$ cat src/vwnp_pkg.sv
`default_nettype none

package vwnp_pkg;

	localparam int STORE_DEPTH = 1024;
	localparam int COORD_WIDTH = 24;
	localparam int ADDR_W      = (STORE_DEPTH > 1) ? $clog2(STORE_DEPTH) : 1;
	localparam int CNT_W       = $clog2(STORE_DEPTH + 1);
	localparam int SQ_W        = 2 * COORD_WIDTH;
	localparam int DIST_W      = SQ_W + 2;
	localparam int CFG_W       = 16;
	localparam int LIMIT_W     = 2 * CFG_W;
	localparam int ENTRY_W     = 3 * COORD_WIDTH;

	typedef logic signed [COORD_WIDTH-1:0] coord_t;

	typedef struct packed {
		coord_t x;
		coord_t y;
		coord_t z;
	} point_t;

	typedef enum logic [2:0] {
		ST_IDLE = 3'b001,
		ST_SCAN = 3'b010,
		ST_FIN  = 3'b100
	} state_t;

endpackage

`default_nettype wire

$ cat src/vwnp_dist.sv
`default_nettype none

module vwnp_dist import vwnp_pkg::*; (
	input  wire logic              clk,
	input  wire logic              arst_n,
	input  wire logic              in_valid,
	input  wire point_t            pt,
	input  wire point_t            vtx,
	output logic                   out_valid,
	output logic [DIST_W-1:0]      sq_dist,
	output point_t                 out_pt,
	output logic                   busy
);

	function automatic logic [COORD_WIDTH-1:0] abs_diff(coord_t a, coord_t b);
		logic [COORD_WIDTH:0] d;
		d = {a[COORD_WIDTH-1], a} - {b[COORD_WIDTH-1], b};
		if (d[COORD_WIDTH]) begin
			d = -d;
		end
		return d[COORD_WIDTH-1:0];
	endfunction

	logic                   v_s2, v_s3, v_s4;
	logic [COORD_WIDTH-1:0] adx_s2, ady_s2, adz_s2;
	logic [SQ_W-1:0]        sqx_s3, sqy_s3, sqz_s3;
	logic [DIST_W-1:0]      dist_s4;
	point_t                 pt_s2, pt_s3, pt_s4;

	always_ff @(posedge clk or negedge arst_n) begin
		if (!arst_n) begin
			v_s2 <= 1'b0;
			v_s3 <= 1'b0;
			v_s4 <= 1'b0;
		end else begin
			v_s2 <= in_valid;
			v_s3 <= v_s2;
			v_s4 <= v_s3;
		end
	end

	always_ff @(posedge clk) begin
		adx_s2  <= abs_diff(pt.x, vtx.x);
		ady_s2  <= abs_diff(pt.y, vtx.y);
		adz_s2  <= abs_diff(pt.z, vtx.z);
		pt_s2   <= pt;
		sqx_s3  <= adx_s2 * adx_s2;
		sqy_s3  <= ady_s2 * ady_s2;
		sqz_s3  <= adz_s2 * adz_s2;
		pt_s3   <= pt_s2;
		dist_s4 <= DIST_W'(sqx_s3) + DIST_W'(sqy_s3) + DIST_W'(sqz_s3);
		pt_s4   <= pt_s3;
	end

	assign out_valid = v_s4;
	assign sq_dist   = dist_s4;
	assign out_pt    = pt_s4;
	assign busy      = v_s2 | v_s3 | v_s4;

endmodule

`default_nettype wire

$ cat config.mk
export PLATFORM = sky130hd
export DESIGN_NAME = vwnp_dist
export DESIGN_NICKNAME = d
export VERILOG_FILES = /design/src/vwnp_pkg.sv /design/src/vwnp_dist.sv
export SDC_FILE = /design/constraint.sdc
export NUM_CORES = 2
export LEC_CHECK = 0
export BUFFER_PORTS_ARGS = -buffer_cell sky130_fd_sc_hd__buf_4
export CAP_MARGIN = 20
export CELL_PAD_IN_SITES_DETAIL_PLACEMENT = 1
export CELL_PAD_IN_SITES_GLOBAL_PLACEMENT = 1
export CORE_MARGIN = 8
export CORE_UTILIZATION = 55
export DETAILED_ROUTE_END_ITERATION = 6
export HOLD_SLACK_MARGIN = 0.12
export PLACE_DENSITY_LB_ADDON = 0.1
export SLEW_MARGIN = 15
export SYNTH_ARGS = -nofsm -noshare
export SYNTH_HDL_FRONTEND = slang
export SYNTH_SLANG_ARGS = --single-unit
$ cat constraint.sdc
create_clock -name clk -period 17.71 [get_ports clk]
set_input_delay 0.8855 -clock clk [delete_from_list [all_inputs] [get_ports clk]]
set_output_delay 0.8855 -clock clk [all_outputs]
set_load 0.02 [all_outputs]
After elaboration in Yosys (flattened, before gate mapping) --
Cells that the tools add are included.
Operators by class: multiplexer cells 3, bitwise logic cells 2, $mul 3, $add $sub $neg 8
Operators by type and width (count):
- $mul 24x24->48 | 3
- $sub 24x24->25 | 3
- $mux 24 | 3
- $neg 24->24 | 3
- $add 49x48->50 | 1
- $add 48x48->49 | 1
- $or 1x1->1 | 2
Word-level totals: word-level logic and storage cells 35, input bits 147, bits in registers 485

Longest topological paths before layout --
depth after elaboration 3, depth in mapped cells 28, mapped depth without buffers 27

Worst setup path after synthesis --
OpenSTA, ideal clock, no wires.
kind register to register, start point register ady_s2[14], end point register sqy_s3[33], stages on the path, launching flop included 28, required time 17.631 ns, buffers on the path 1, path slack 10.666 ns, period minus slack after synthesis 7.044 ns, library setup time 0.079 ns, arrival 6.965 ns, cells stage by stage dfxtp_1 > clkbuf_1 > nand2_1 > fa_1 > inv_1 > fa_1 > inv_1 > fa_1 > inv_1 > fa_1 > inv_1 > fa_1 > inv_1 > fa_1 > inv_1 > fa_1 > inv_1 > ha_1 > a21o_1 > a21o_1 > a21o_1 > a21o_1 > a21o_1 > o21ai_0 > o21ai_0 > a31oi_1 > or4b_1 > o211ai_1
Between the ends: cells in the longest elaborated chain, start to end 1
RTL lines:
- from (decl) | RTL line vwnp_dist.sv:25 | logic [COORD_WIDTH-1:0] adx_s2, ady_s2, adz_s2;
- from (signal assigned) | RTL line vwnp_dist.sv:44 | ady_s2 <= abs_diff(pt.y, vtx.y);
- $mul 24x24->48 | RTL line vwnp_dist.sv:48 | sqy_s3 <= ady_s2 * ady_s2;
- to (signal assigned) | RTL line vwnp_dist.sv:48
- to (decl) | RTL line vwnp_dist.sv:26 | logic [SQ_W-1:0] sqx_s3, sqy_s3, sqz_s3;
Every way passes these cells.

Worst setup path in the final report --
start point register adx_s2[2], end point register sqx_s3[45]
Between the ends: cells in the longest elaborated chain, start to end 1
RTL lines:
- from (decl) | RTL line vwnp_dist.sv:25
- from (signal assigned) | RTL line vwnp_dist.sv:43 | adx_s2 <= abs_diff(pt.x, vtx.x);
- $mul 24x24->48 | RTL line vwnp_dist.sv:47 | sqx_s3 <= adx_s2 * adx_s2;
- to (signal assigned) | RTL line vwnp_dist.sv:47
- to (decl) | RTL line vwnp_dist.sv:26
Every way passes these cells.

==> impl_metrics.env <==
export IMPL_status="completed"
export IMPL_io_buffers=270
export IMPL_syn_inst=7118
export IMPL_drtAntennaViolNets=0
export IMPL_cp_max_fo=24
export IMPL_synth_async_sr_flop_share=0.006224
export IMPL_min_path_cells=1
export IMPL_final_period_utilization=0.4785
export IMPL_die_area_mm2=0.1336
export IMPL_worstSetupPathType="reg -> reg"
export IMPL_die_h_um=365.5
export IMPL_clkTransAtPathRegs_ps=70
export IMPL_grt_max_degree=27
export IMPL_grt_pass1_wl_um=300500
export IMPL_die_w_um=365.5
export IMPL_min_delay_start="pt[22]"
export IMPL_grt_remaining_overflow=0
export IMPL_slew_violations=0
export IMPL_clock_latency_ps=690
export IMPL_pin_count=271
export IMPL_worstPathArrival_ps=9030
export IMPL_drive_gt1_frac=0.06375
export IMPL_worstSetupStartpointType="flip-flop"
export IMPL_cts_max_level=2
export IMPL_core_area_mm2=0.1216
export IMPL_hold_end="pt_s2[22]"
export IMPL_syn_avg_cell_area_um2=9.436
export IMPL_dr_pass1_iters=5
export IMPL_viasPerCell=5.374
export IMPL_setup_viol=0
export IMPL_dominantRegCellSynth="dfxtp_1"
export IMPL_synthesis_area_mm2=0.06717
export IMPL_cp_required_ps=18260
export IMPL_ys_ff_latch=482
export IMPL_nets=9443
export IMPL_r2r_cells=26
export IMPL_rows=128
export IMPL_drtIter0Drc=2061
export IMPL_start_util=0.5525
export IMPL_routed_wl_um=184400
export IMPL_layout_commonest_cell="inv_1"
export IMPL_ys_warn_count=0
export IMPL_root_buffer="clkbuf_16"
export IMPL_cts_tree="yes"
export IMPL_wl_per_cell_um=20.49
export IMPL_min_path_type="in -> reg"
export IMPL_timing_rr_end="sqx_s3[45]"
export IMPL_max_slew_worst_pin_slew_ps=1196
export IMPL_rsz0062_at_grt="no"
export IMPL_period_needed_ps=8475
export IMPL_layout_common_cells="inv_1 (1919), fa_1 (1316), ha_1 (651)"
export IMPL_vias=48370
export IMPL_fill_cells=13810
export IMPL_crit_path_end_kind="flip-flop"
export IMPL_cts_made_buffers=55
export IMPL_antenna_found_initial=6
export IMPL_relSlewSlack=0.1955
export IMPL_fmax_mhz=118.0
export IMPL_place_gp_congestion=0.8901
export IMPL_ys_seq_area_frac=0.1439
export IMPL_cts_buffer_depth=3
export IMPL_synth_cell_type_count=82
export IMPL_tns_ps=0
export IMPL_syn_to_final_growth_pct=8.616
export IMPL_skew_ps=62.93
export IMPL_synth_enable_flop_cells=0
export IMPL_drc=0
export IMPL_grt_pass1_vias=57090
export IMPL_final_util=0.6002
export IMPL_hold_viol=0
export IMPL_regToRegSetupSlack_ps=9240
export IMPL_drv_cap=0
export IMPL_r2r_start="adx_s2[2]"
export IMPL_cts_resized=0
export IMPL_cts_sinks=482
export IMPL_dpl_hpwl_um=152000
export IMPL_track_usage=0.2837
-- worst max path at each step --
stage / slack (ps) / to / depth (start not counted) / startpoint
after global routing: 8790 / sqx_s3[45] / 26 / adx_s2[2]
after floorplan: 10670 / sqy_s3[33] / 27 / ady_s2[14]
after CTS: 9350 / sqx_s3[45] / 26 / adx_s2[2]
final: 9240 / sqx_s3[45] / 26 / adx_s2[2]
after global placement: 9660 / sqx_s3[45] / 26 / adx_s2[2]
after detailed placement: 9410 / sqx_s3[45] / 26 / adx_s2[2]
-- metal layers --
metal,track usage,share of wire,vias up
met5,0,0.00014,-
met1,0.3499,0.40,25130
met3,0.03109,0.043,370
li1,-,-,21850
met4,0.08764,0.034,4
met2,0.5208,0.52,1013
-- critical path, stage by stage, from the launching register on --
cell and delay (ps):
dfxtp_1 980, nand2_1 260, fa_1 620, inv_1 60, fa_1 540, inv_1 60, fa_1 530, inv_1 60
fa_1 510, inv_1 60, fa_1 550, inv_1 60, fa_1 500, inv_1 60, fa_1 490, inv_1 50
ha_1 360, a21o_1 200, a21o_1 170, a21o_1 190, a31oi_1 270, nand4_1 120, o21ai_0 730, o21ai_0 270
a31oi_1 310, o21ai_0 150, xor2_1 180
-- metrics by stage --
stage,worst slack (ps),instances,hold slack (ps),instance area (um2)
2_1_floorplan,10670,7120,309.6,67170
3_3_place_gp,9658,8892,309.9,71000
3_5_place_dp,9408,8894,313.2,71030
4_1_cts,9354,8996,265.0,72920
5_1_grt,8789,8998,278.3,72950
6_report,9235,8999,305.5,72950
-- cell type report --
cell class	count	area [um2]	share of cell area
inverter	1919	7203	0.09874
tap	1625	2033	0.02787
timing repair buffer	337	2566	0.03518
multi-input combinational	4534	49610	0.6800
clock inverter	31	409.1	0.005608
sequential	482	9666	0.1325
antenna	1	2.502	0.00003430
clock buffer	70	1463	0.02005
-- registers in the layout, indices dropped and copies added, names as in the netlist --
register and cells:
out_pt 72, pt_s2 72, pt_s3 72, sq_dist 50, sqx_s3 47, sqy_s3 47
sqz_s3 47, adx_s2 24, ady_s2 24, adz_s2 24, out_valid 1, v_s2 1
v_s3 1
-- Yosys cell counts, drive strengths merged (7+ instances only) --
library cell  instances  area share
nand3                43      0.0032
and3                 39      0.0036
o211ai               20      0.0022
xor2                108       0.014
o21a                 40      0.0045
or2                  15      0.0014
a31oi                30      0.0028
o41ai                10      0.0015
a21boi               12      0.0013
nor4b                 7      0.0011
a211oi               22      0.0026
nor3                 57      0.0042
xnor2               196       0.026
nor4                 11      0.0010
o311ai                7     0.00091
a21o                138       0.015
a2111oi              11      0.0014
o21ai               139       0.010
nor2                216       0.012
a21oi               221       0.016
nand2b               25      0.0023
o21bai               38      0.0042
nor2b                39      0.0036
fa                 1316        0.39
inv                1919        0.11
clkbuf              183       0.010
o31ai                17      0.0019
dfxtp               479        0.14
nor3b                 7     0.00078
and2                354       0.033
ha                  651        0.12
a211o                11      0.0014
a221oi               16      0.0023
nand2               577       0.032
or3                  12      0.0011
nand4                36      0.0034
-- timing repair --
item	4_1_cts	5_1_grt
hold buffers	1	0
setup endpoints to repair	0	0
buffers inserted	0	0
hold endpoints to repair	3	0
-- kinds of logic after synthesis --
logic type,share of synthesized area
mux,0.001956
xor+xnor,0.03964
fa+ha+maj,0.5135
simple gates,0.1064
other cells,0.00005583
compound gates,0.07692
flops,0.1439
buf+inv,0.1176
Power is not shown: default switching activity piles up to over one toggle a cycle in this logic, so the estimate is an artifact.
