<file path="config.mk">
export PLATFORM = sky130hd
export DESIGN_NAME = vwnp_ram
export DESIGN_NICKNAME = d
export VERILOG_FILES = /design/src/vwnp_ram.sv
export SDC_FILE = /design/constraint.sdc
export NUM_CORES = 1
export LEC_CHECK = 0
export ABC_CLOCK_PERIOD_IN_PS = 3200
export BUFFER_PORTS_ARGS = -buffer_cell sky130_fd_sc_hd__buf_2
export CORE_ASPECT_RATIO = 1.25
export CORE_UTILIZATION = 45
export CTS_BUF_LIST = sky130_fd_sc_hd__clkbuf_4 sky130_fd_sc_hd__clkbuf_8
export CTS_CLUSTER_SIZE = 16
export DETAILED_ROUTE_END_ITERATION = 10
export PLACE_DENSITY = 0.73
export SKIP_CTS_REPAIR_TIMING = 1
export SLEW_MARGIN = 20
export SYNTH_ARGS = -nofsm -noshare
export SYNTH_HDL_FRONTEND = slang
export SYNTH_SLANG_ARGS = --single-unit
</file>
<file path="constraint.sdc">
create_clock -name clk -period 3.2 [get_ports clk]
set_clock_uncertainty 0.2 [all_clocks]
set_input_delay 0.48 -clock clk [delete_from_list [all_inputs] [get_ports clk]]
set_output_delay 0.48 -clock clk [all_outputs]
set_load 0.02 [all_outputs]
</file>
<file path="src/vwnp_ram.sv">
`default_nettype none

module vwnp_ram #(
	parameter int WIDTH = 8,
	parameter int DEPTH = 16
) (
	input  wire logic                                  clk,
	input  wire logic                                  we,
	input  wire logic [((DEPTH > 1) ? $clog2(DEPTH) : 1)-1:0] waddr,
	input  wire logic [WIDTH-1:0]                      wdata,
	input  wire logic                                  re,
	input  wire logic [((DEPTH > 1) ? $clog2(DEPTH) : 1)-1:0] raddr,
	output logic      [WIDTH-1:0]                      rdata
);

	logic [WIDTH-1:0] mem [DEPTH];

	always_ff @(posedge clk) begin
		if (we) begin
			mem[waddr] <= wdata;
		end
		if (re) begin
			rdata <= mem[raddr];
		end
	end

endmodule

`default_nettype wire

</file>
# Yosys cells after proc, flatten, opt, wreduce, memory -nomap -nowiden
# Memory sizes are Yosys's and may differ from the RTL's. A register that Yosys moved wholly into a read port is not among the register bits.
# Cells that the tools add are included.
# word_totals
ff_bits	0
ramBits	128
input_bits	19
wordCells	3
memories	1
# memory_table
memory	words	width	rd	rd_clocked_by_memory_dff	write_ports	line	text
mem	16	8	1	1	1	16	logic [WIDTH-1:0] mem [DEPTH];
# op_classes
mux	2
# op_table
operator	n
1-bit two-way mux	2

# Depth between registers and ports, before layout
# Gate-level depths: netlist (run 1).
# logic_depth
depth_word	2
depth_mapped	5
depth_no_buf	3

# Worst setup path before layout (run 1)
# No wires, ideal clock.
# synth_timing
kind	input port to flip-flop
startpoint	input waddr[2] in the netlist's numbering
endpoint	memory mem[0][0], enable pin
setup_time_ps	383
arrival_time_ps	1590
path_slack_ps	1027
path_stages	2
path_cell_list	or3b_2 nor3_1
# synth_rtl
item	line	text
from (decl)	9	input wire logic [((DEPTH > 1) ? $clog2(DEPTH) : 1)-1:0] waddr,
to (decl)	16	
# No word-level cell before the write port.

==> results of run 1 <==
==> cell usage after synthesis <==
cell	n	share of area
sky130_fd_sc_hd__or3b_2	1	0.0017
sky130_fd_sc_hd__buf_6	3	0.0065
sky130_fd_sc_hd__nand2b_1	2	0.0024
sky130_fd_sc_hd__nand2_1	9	0.0065
sky130_fd_sc_hd__edfxtp_1	136	0.78
sky130_fd_sc_hd__nand3_1	1	0.00096
sky130_fd_sc_hd__clkdlybuf4s25_2	3	0.0057
sky130_fd_sc_hd__nor3_1	4	0.0038
sky130_fd_sc_hd__and2b_1	1	0.0014
sky130_fd_sc_hd__a22oi_1	16	0.023
sky130_fd_sc_hd__buf_4	1	0.0014
sky130_fd_sc_hd__nor2b_1	1	0.0012
sky130_fd_sc_hd__mux4_1	14	0.070
sky130_fd_sc_hd__and2_1	1	0.0012
sky130_fd_sc_hd__mux4_2	18	0.078
sky130_fd_sc_hd__buf_2	3	0.0029
sky130_fd_sc_hd__nor2_1	13	0.0093
sky130_fd_sc_hd__nand3b_1	2	0.0029
==> state kept, by name, indices dropped and copies added, names as in the netlist <==
| signal | flops |
|---|---|
| mem | 128 |
| rdata | 8 |
==> per-stage QoR <==
step,worst slack [ps],instances
after floorplan,1030,229
after global placement,666,388
after detailed placement,595,388
after CTS,1070,420
after global routing,968,420
final,1080,420
==> logic make-up (layout without fill, tap and decap cells) <==
kind of cell	after synthesis	in the layout	synth area share
AO/OA/AOI/OAI	16	16	0.0230
buffers and inverters	10	66	0.0165
flip-flops	136	136	0.781
multiplexers	32	32	0.148
AND/OR/NAND/NOR	35	35	0.0314
==> power by group through the flow <==
stage	clock [mW]	sequential (mW)	combinational (mW)
floorplan	0	2.06	0.101
global placement	0	2.05	0.183
detailed placement	0	2.06	0.189
CTS	1.37	2.02	0.190
global route	1.45	2.02	0.203
finish	1.35	2.01	0.189
==> final cells by class <==
class / instances / area [um2] / area share
clock buffer: 17 / 234 / 0.0396
clock inverter: 15 / 153 / 0.0258
multi-input combinational: 83 / 1060 / 0.179
sequential: 136 / 4080 / 0.691
tap: 135 / 169 / 0.0286
timing repair buffer: 34 / 215 / 0.0364
==> path summary, 6_finish.rpt <==
check | slack (ps) | from | cells after the start | endpoint
setup reg to reg | 1450 | mem[2][3]$_DFFE_PP_ | 3 | rdata[3]$_DFFE_PP_
hold / removal | 210 | re | 1 | rdata[6]$_DFFE_PP_
setup / recovery | 1080 | raddr[0] | 5 | rdata[3]$_DFFE_PP_
hold reg to reg | 550 | mem[12][7]$_DFFE_PP_ | 3 | rdata[7]$_DFFE_PP_
==> layer usage <==
| layer | part of all wire | global-route usage | routed length, um | vias to the layer above |
|---|---|---|---|---|
| met1 | 0.40 | 0.229 | 3870 | 1261 |
| met4 | 0.0076 | 0.0606 | 74 | 0 |
| li1 | - | - | - | 1063 |
| met5 | 0 | 0 | 0 | - |
| met2 | 0.53 | 0.294 | 5140 | 109 |
| met3 | 0.065 | 0.0547 | 631 | 7 |
==> results by stage, run 1 <==
Outcome:
- The run finished, with violations left.
- The checks that failed: design-rule violations.

Finish:
- The total of fill cells in the finished design is 849.
- Leaving out fill and tap cells, the most frequent cells in the layout are sky130_fd_sc_hd__edfxtp_1 (136), sky130_fd_sc_hd__buf_2 (26), sky130_fd_sc_hd__mux4_2 (18), sky130_fd_sc_hd__clkbuf_8 (17), sky130_fd_sc_hd__a22oi_1 (16).
- The final cell area excluding filler cells is between 5000 and 6000 um2.
- From synthesis to final layout, the design area changed by 13.1%.
- Leaving out fill and tap cells, the most frequent cell in the layout is sky130_fd_sc_hd__edfxtp_1.
- The number of antenna diodes in the final layout is 0.
- The net count of the finished layout is 291.
- The share of final-layout standard cells stronger than drive strength 1 is 0.298.
- Measured on the finished design, the core utilization comes to 0.528.

Global routing:
- The total global routing overflow is 0.
- The number of global-route vias before repair came to approximately 2.5k.
- The all-layer global routing usage is 0.179.
- Entering global routing, the biggest net connects 33 pins.
- The number of antenna violations at the first check in global routing is 0.
- The first global-routing pass estimated 14800 um of wire.

Timing:
- The number of max-slew violations in the final report is 0.
- In the finished design, the share of the clock period the worst path needs comes to 0.664.
- The number of failing hold endpoints at the final stage is 0.
- Derived from the worst setup path, the maximum achievable clock frequency is roughly 470 MHz.
- The total of endpoints with negative setup slack in the final report is 0.
- The slew at the pin with the worst max-slew slack is 952 ps.
- The sum of negative setup slack is 0 ps.
- Hold is met by about 210 ps.
- In this run the tightest slew margin relative to its limit is 0.363.
- The clock period could shrink to approximately 2100 ps.
- Setup repair after global routing left no endpoint under its margin.

Floorplan:
- The floorplan has between 40 and 50 rows.
- For this configuration, the core starts out at a cell density of 0.467.
- The area of the core region is between 10000 and 15000 um2.
- For this design the top-level I/O count stands at 27.
- The die height is between 100 and 150 um.
- In this run the horizontal extent of the chip is a little under 100 um.
- The floorplan die area is roughly 12000 um2.

CTS:
- The tree is rooted in a sky130_fd_sc_hd__clkbuf_8.
- The buffer levels on the longest clock path is 2.
- The clock transition at the registers of the reported paths is roughly 80 ps.
- The clock net sink count is roughly 140.
- The clock latency at the later pin of the worst-skew pair is 430 ps.
- The CTS tree is done.
- The number of levels in the clock H-tree is 4.
- In this run, CTS created clock tree buffers numbering 17.

Synthesis:
- During synthesis, Yosys emitted a total of 0 warnings.
- A synthesized cell averages 22.8 um2.
- The number of nets handed over by synthesis was ~250.
- The synthesized design contains around 140 register bits.
- The share of the Yosys chip area taken by registers is 0.781.
- The instance count of the mapped netlist is approximately 230.
- The distinct cell type count after synthesis is 18.
- The cell area that synthesis handed to floorplanning was about 5200 um2.

Route:
- The post-detailed-route via-to-cell ratio is between 5 and 6.
- The number of remaining DRC errors is 2.
- For this block, the initial DRC count from the detailed router was roughly 290.
- Dividing the detail-routed wire length by the instance count gives 23.1 um.
- For this block, the routed nets add up to between 9000 and 10000 um of wire.
- The antenna violation net count after detailed routing is 0.
- The via count is approximately 2.4k.
- Before antenna repair, the detailed router went through 8 iterations.

Power and ir drop:
- IR analysis of the VDD net gives a maximum drop of approximately 400 uV.
- The share of total power in the clock network is 0.379.
- The proportion of power drawn by combinational gates is 0.053.
- The net switching fraction of the power is 0.219.
- Summed over all cells, the static leakage comes to between 1.5 and 2 nW.
- Total power for the finished layout comes to 3.55 mW.
- Internal power comes to approximately 2.8 mW.
- The switching power total is 778 uW.
- The power density over cell area is ~600 nW/um2.
- The share of total power dissipated in sequential elements is 0.567.

Placed design:
- The count of buffers added on input and output ports is 26.
- The routability congestion estimate is roughly 0.77.
- The post-placement cell area is 5530 um2.
- The HPWL after detailed placement is between 6000 and 7000 um.

Critical path:
- Along the worst path, the maximum fanout reaches 20.
- The number of buffers and inverters on the critical path is 2.
- The data arrival at the endpoint of the critical path is between 2000 and 2500 ps.
- The worst setup path is launched from an input port.
- The category of the most critical setup path is input port to register.
- The maximum single-stage delay on the critical path is ~570 ps.
- Walking the worst path, the cells encountered are buf_2 -> buf_12 -> mux4_1 -> a22oi_1 -> nand2_1.
- The element type at the critical path end is a register.
- In this design, the largest share of critical-path delay is due to buffers and inverters.
- The required arrival time at the worst endpoint is 3180 ps.
- The largest individual stage delay along the critical path comes from the cell sky130_fd_sc_hd__mux4_1.

Min path:
- The tightest min-delay check is of the input port to register type.

Job:
- The tool flagged a number of max-cap violations equal to 0.
Note: power is estimated with default switching activity, not from simulation.
==> inputs of run 2 (changes only) <==
--- a/config.mk
+++ b/config.mk
@@ -5,7 +5,7 @@
 export SDC_FILE = /design/constraint.sdc
 export NUM_CORES = 1
 export LEC_CHECK = 0
-export ABC_CLOCK_PERIOD_IN_PS = 3200
+export ABC_CLOCK_PERIOD_IN_PS = 2100
 export BUFFER_PORTS_ARGS = -buffer_cell sky130_fd_sc_hd__buf_2
 export CORE_ASPECT_RATIO = 1.25
 export CORE_UTILIZATION = 45
==> constraint.sdc (replaced) <==
create_clock -name clk -period 2.1 [get_ports clk]
set_clock_uncertainty 0.2 [all_clocks]
set_input_delay 0.315 -clock clk [delete_from_list [all_inputs] [get_ports clk]]
set_output_delay 0.315 -clock clk [all_outputs]
set_load 0.02 [all_outputs]
==> run 2 against run 1 <==
The run still ends with design-rule violations left. Highest routed layer unchanged. Via count about the same. Count of clock-buffer cells in the layout stayed put. Flip-flop and latch count unchanged. Core utilization is 0.68 points higher. Critical endpoint is now rdata[7]$_DFFE_PP_. Critical path type is now register to register. Largest cell class unchanged.
==> results by stage, run 2 (synthesized netlist as in run 1, its figures left out) <==
Finish:
- The multi-input logic area is 1060 um2.
- The top cell types in the final layout, fill and taps aside, are sky130_fd_sc_hd__edfxtp_1 (136), sky130_fd_sc_hd__buf_2 (26), sky130_fd_sc_hd__buf_4 (19), sky130_fd_sc_hd__mux4_2 (18), sky130_fd_sc_hd__clkbuf_8 (17).
- Counting the fill cells in the layout gives between 800 and 900.
- The repair_antennas step left the layout with diodes totalling 0.
- The commonest non-fill, non-tap cell in the layout is sky130_fd_sc_hd__edfxtp_1.
- The area taken by flip-flops and latches is roughly 4100 um2.
- The area growth from synthesis to layout is 14.6%.
- The register with the most flip-flops in the final layout is mem.
- Once layout is complete, the cells apart from fillers number 433.
- The share of final-layout standard cells stronger than drive strength 1 is 0.329.
- With fillers left out, the area of the finished cells amounts to roughly 6000 um2.
- The register with the most flip-flops in the layout has 128 of them.
- In the final layout, the registers with the most flip-flops are mem x128, rdata x8.
- The fraction of the core area covered by cells at the end of the flow is 0.535.
- The net total in the final layout is around 300.

Floorplan:
- The initial standard-cell utilization of the core is 0.467.
- The area of the core region is ~11000 um2.
- The die is 98.4 um wide.
- During I/O placement, the number of pins put on the boundary was 27.
- The die height is approximately 120 um.
- The number of placement rows is 43.
- The die covers between 10000 and 15000 um2.

Global routing:
- The first global-routing pass estimated roughly 14000 um of wire.
- The number of antenna violations at the first check in global routing is 0.
- Entering global routing, the biggest net connects 33 pins.
- Across every metal layer, demand over resource in global routing totals 0.172.
- The total global routing overflow is 0.
- The number of global-route vias before repair is approximately 2.6k.

Power and ir drop:
- The share of total power dissipated in sequential elements is 0.586.
- Of the total power, combinational logic draws 0.057.
- The analysis attributes to net switching a power of ~1.1 mW.
- The share of total power dissipated in the clock network is 0.357.
- The internal power of the cells totals slightly above 4 mW.
- The leakage dissipation is 2.02 nW.
- The worst vdd rail ir drop is around 540 uV.
- Of the total power, the share spent switching nets is 0.219.
- The power density over cell area is approximately 870 nW/um2.

Placed design:
- After legalization and detailed placement, the total HPWL measured slightly above 6000 um.
- The routability congestion estimate is just under 0.8.
- The number of placed cells counting well taps is 402.
- The post-placement cell area is around 5600 um2.
- The count of input and output buffers is 26.

Timing:
- In the finished design, the share of the clock period the worst path needs comes to 0.809.
- The number of failing hold endpoints at the final stage was 0.
- The routed design could run at a clock period as short as ~1700 ps.
- The total of endpoints with negative setup slack in the final report is 0.
- For the final routed database, the setup TNS stands at 0 ps.
- The number of max-slew violations in the final report is 0.
- Final hold analysis gives a worst-case slack of approximately 54 ps.
- Setup repair after global routing left no endpoint under its margin.
- The highest clock rate is 588 MHz.
- At the pin with the least slew margin, the transition time is 440 ps.
- The worst slew margin relative to its limit is 0.707.

Route:
- Dividing the detail-routed via count by the number of cells gives ~5.6.
- The wire length per cell after detailed routing is about 22 um.
- The first TritonRoute pass finished after 8 iterations.
- After detailed routing, the number of remaining DRC violations is 2.
- Summed over all layers, the routed wires come to roughly 9500 um.
- The DRC violation total after the first TritonRoute iteration is between 150 and 200.
- Once detail routing completed, the nets flagged for antenna violations numbered 0.
- The detailed router placed 2439 vias in this run.

Critical path:
- The critical path contains buffers and inverters numbering 0 combined.
- The largest delay contributor family on the critical path is multiplexers.
- The type of origin of the critical path is a register.
- The data arrival at the endpoint of the critical path is ~1700 ps.
- The cell depth of the worst flop-to-flop path is 3.
- STA classifies the critical path endpoint as a register.
- The minimum setup slack among reg-to-reg paths is between 400 and 500 ps.
- Traced cell by cell, the critical path runs through mux4_2 -> a22oi_1 -> nand2_1.
- The required arrival time at the worst endpoint is ~2100 ps.
- The worst-path maximum fanout is 1.
- The startpoint identified for the worst register-to-register timing path is mem[0][7]$_DFFE_PP_.
- In this design, the stage delay of the slowest critical-path cell is roughly 470 ps.
- The slowest stage of the critical path belongs to the cell sky130_fd_sc_hd__mux4_2.
- In this run the critical register-to-register path is captured at rdata[7]$_DFFE_PP_.
- The category of the most critical setup path is register to register.

Outcome:
- The final reports fail on design-rule violations.
- The flow ran to the end, but the final reports show violations.

CTS:
- The number of clock buffers inserted by TritonCTS is 17.
- The clock root buffer is sky130_fd_sc_hd__clkbuf_8.
- The clock latency at the later pin of the worst-skew pair is roughly 440 ps.
- The CTS tree is done.
- The clock transition at the registers of the reported paths is approximately 80 ps.
- For this design, the sink count on the clock tree is between 100 and 150.
- In this run the deepest clock path goes through 2 buffers.
- The number of levels in the clock H-tree is 4.

Job:
- Max-cap violations in this run came to 0.

Min path:
- The worst hold path begins at re.
- The path class of the lowest-slack min-delay path is input port to register.
- The worst hold path terminates at rdata[1]$_DFFE_PP_.
- Along the worst hold path, the cell count comes to 1.
run 2: changes by cell type in the layout (fill, tap and decap cells not counted):
cell,delta
sky130_fd_sc_hd__buf_4,+13
sky130_fd_sc_hd__clkinv_2,+4
sky130_fd_sc_hd__clkinvlp_4,-3
sky130_fd_sc_hd__inv_6,-3
sky130_fd_sc_hd__clkinv_4,+2
sky130_fd_sc_hd__buf_12,+1
sky130_fd_sc_hd__bufinv_16,-1
run 2: worst max path at each step:
stage / end / from / depth (start not counted) / slack (ps)
6_report: rdata[7]$_DFFE_PP_ / mem[0][7]$_DFFE_PP_ / 3 / 400
5_1_grt: rdata[7]$_DFFE_PP_ / mem[3][7]$_DFFE_PP_ / 3 / 350
4_1_cts: rdata[7]$_DFFE_PP_ / mem[0][7]$_DFFE_PP_ / 3 / 410
3_5_place_dp: rdata[2]$_DFFE_PP_ / raddr[0] / 5 / -9
3_3_place_gp: rdata[2]$_DFFE_PP_ / raddr[0] / 5 / -20
2_1_floorplan: mem[0][0]$_DFFE_PP_ / waddr[2] / 2 / 90
run 2: per-layer routing:
| layer | wire length (um) | up-vias | part of all wire | track usage |
|---|---|---|---|---|
| li1 | - | 1093 | - | - |
| met1 | 3900 | 1236 | 0.41 | 0.215 |
| met2 | 4810 | 95 | 0.51 | 0.290 |
| met3 | 591 | 15 | 0.063 | 0.0410 |
| met4 | 153 | 0 | 0.016 | 0.0756 |
| met5 | 0 | - | 0 | 0 |
run 2: power groups by stage:
| stage | clock network, mW | logic (mW) | registers [mW] |
|---|---|---|---|
| floorplan | 0 | 0.154 | 3.14 |
| global placement | 0 | 0.292 | 3.13 |
| detailed placement | 0 | 0.299 | 3.13 |
| CTS | 1.89 | 0.300 | 3.07 |
| global route | 2.00 | 0.319 | 3.07 |
| finish | 1.87 | 0.296 | 3.07 |
run 2: layout make-up:
class / count / area share
multi-input cells: 83 / 0.177
repair buffers: 48 / 0.0556
clock buffers: 17 / 0.0391
clock inverters: 14 / 0.0186
well taps: 135 / 0.0282
flip-flops and latches: 136 / 0.682
run 2: through the flow:
step	setup WS [ps]	total power [mW]
after floorplan	92.1	3.30
after global placement	-21.1	3.42
after detailed placement	-8.61	3.43
after CTS	408	5.26
after global routing	353	5.39
final	400	5.24
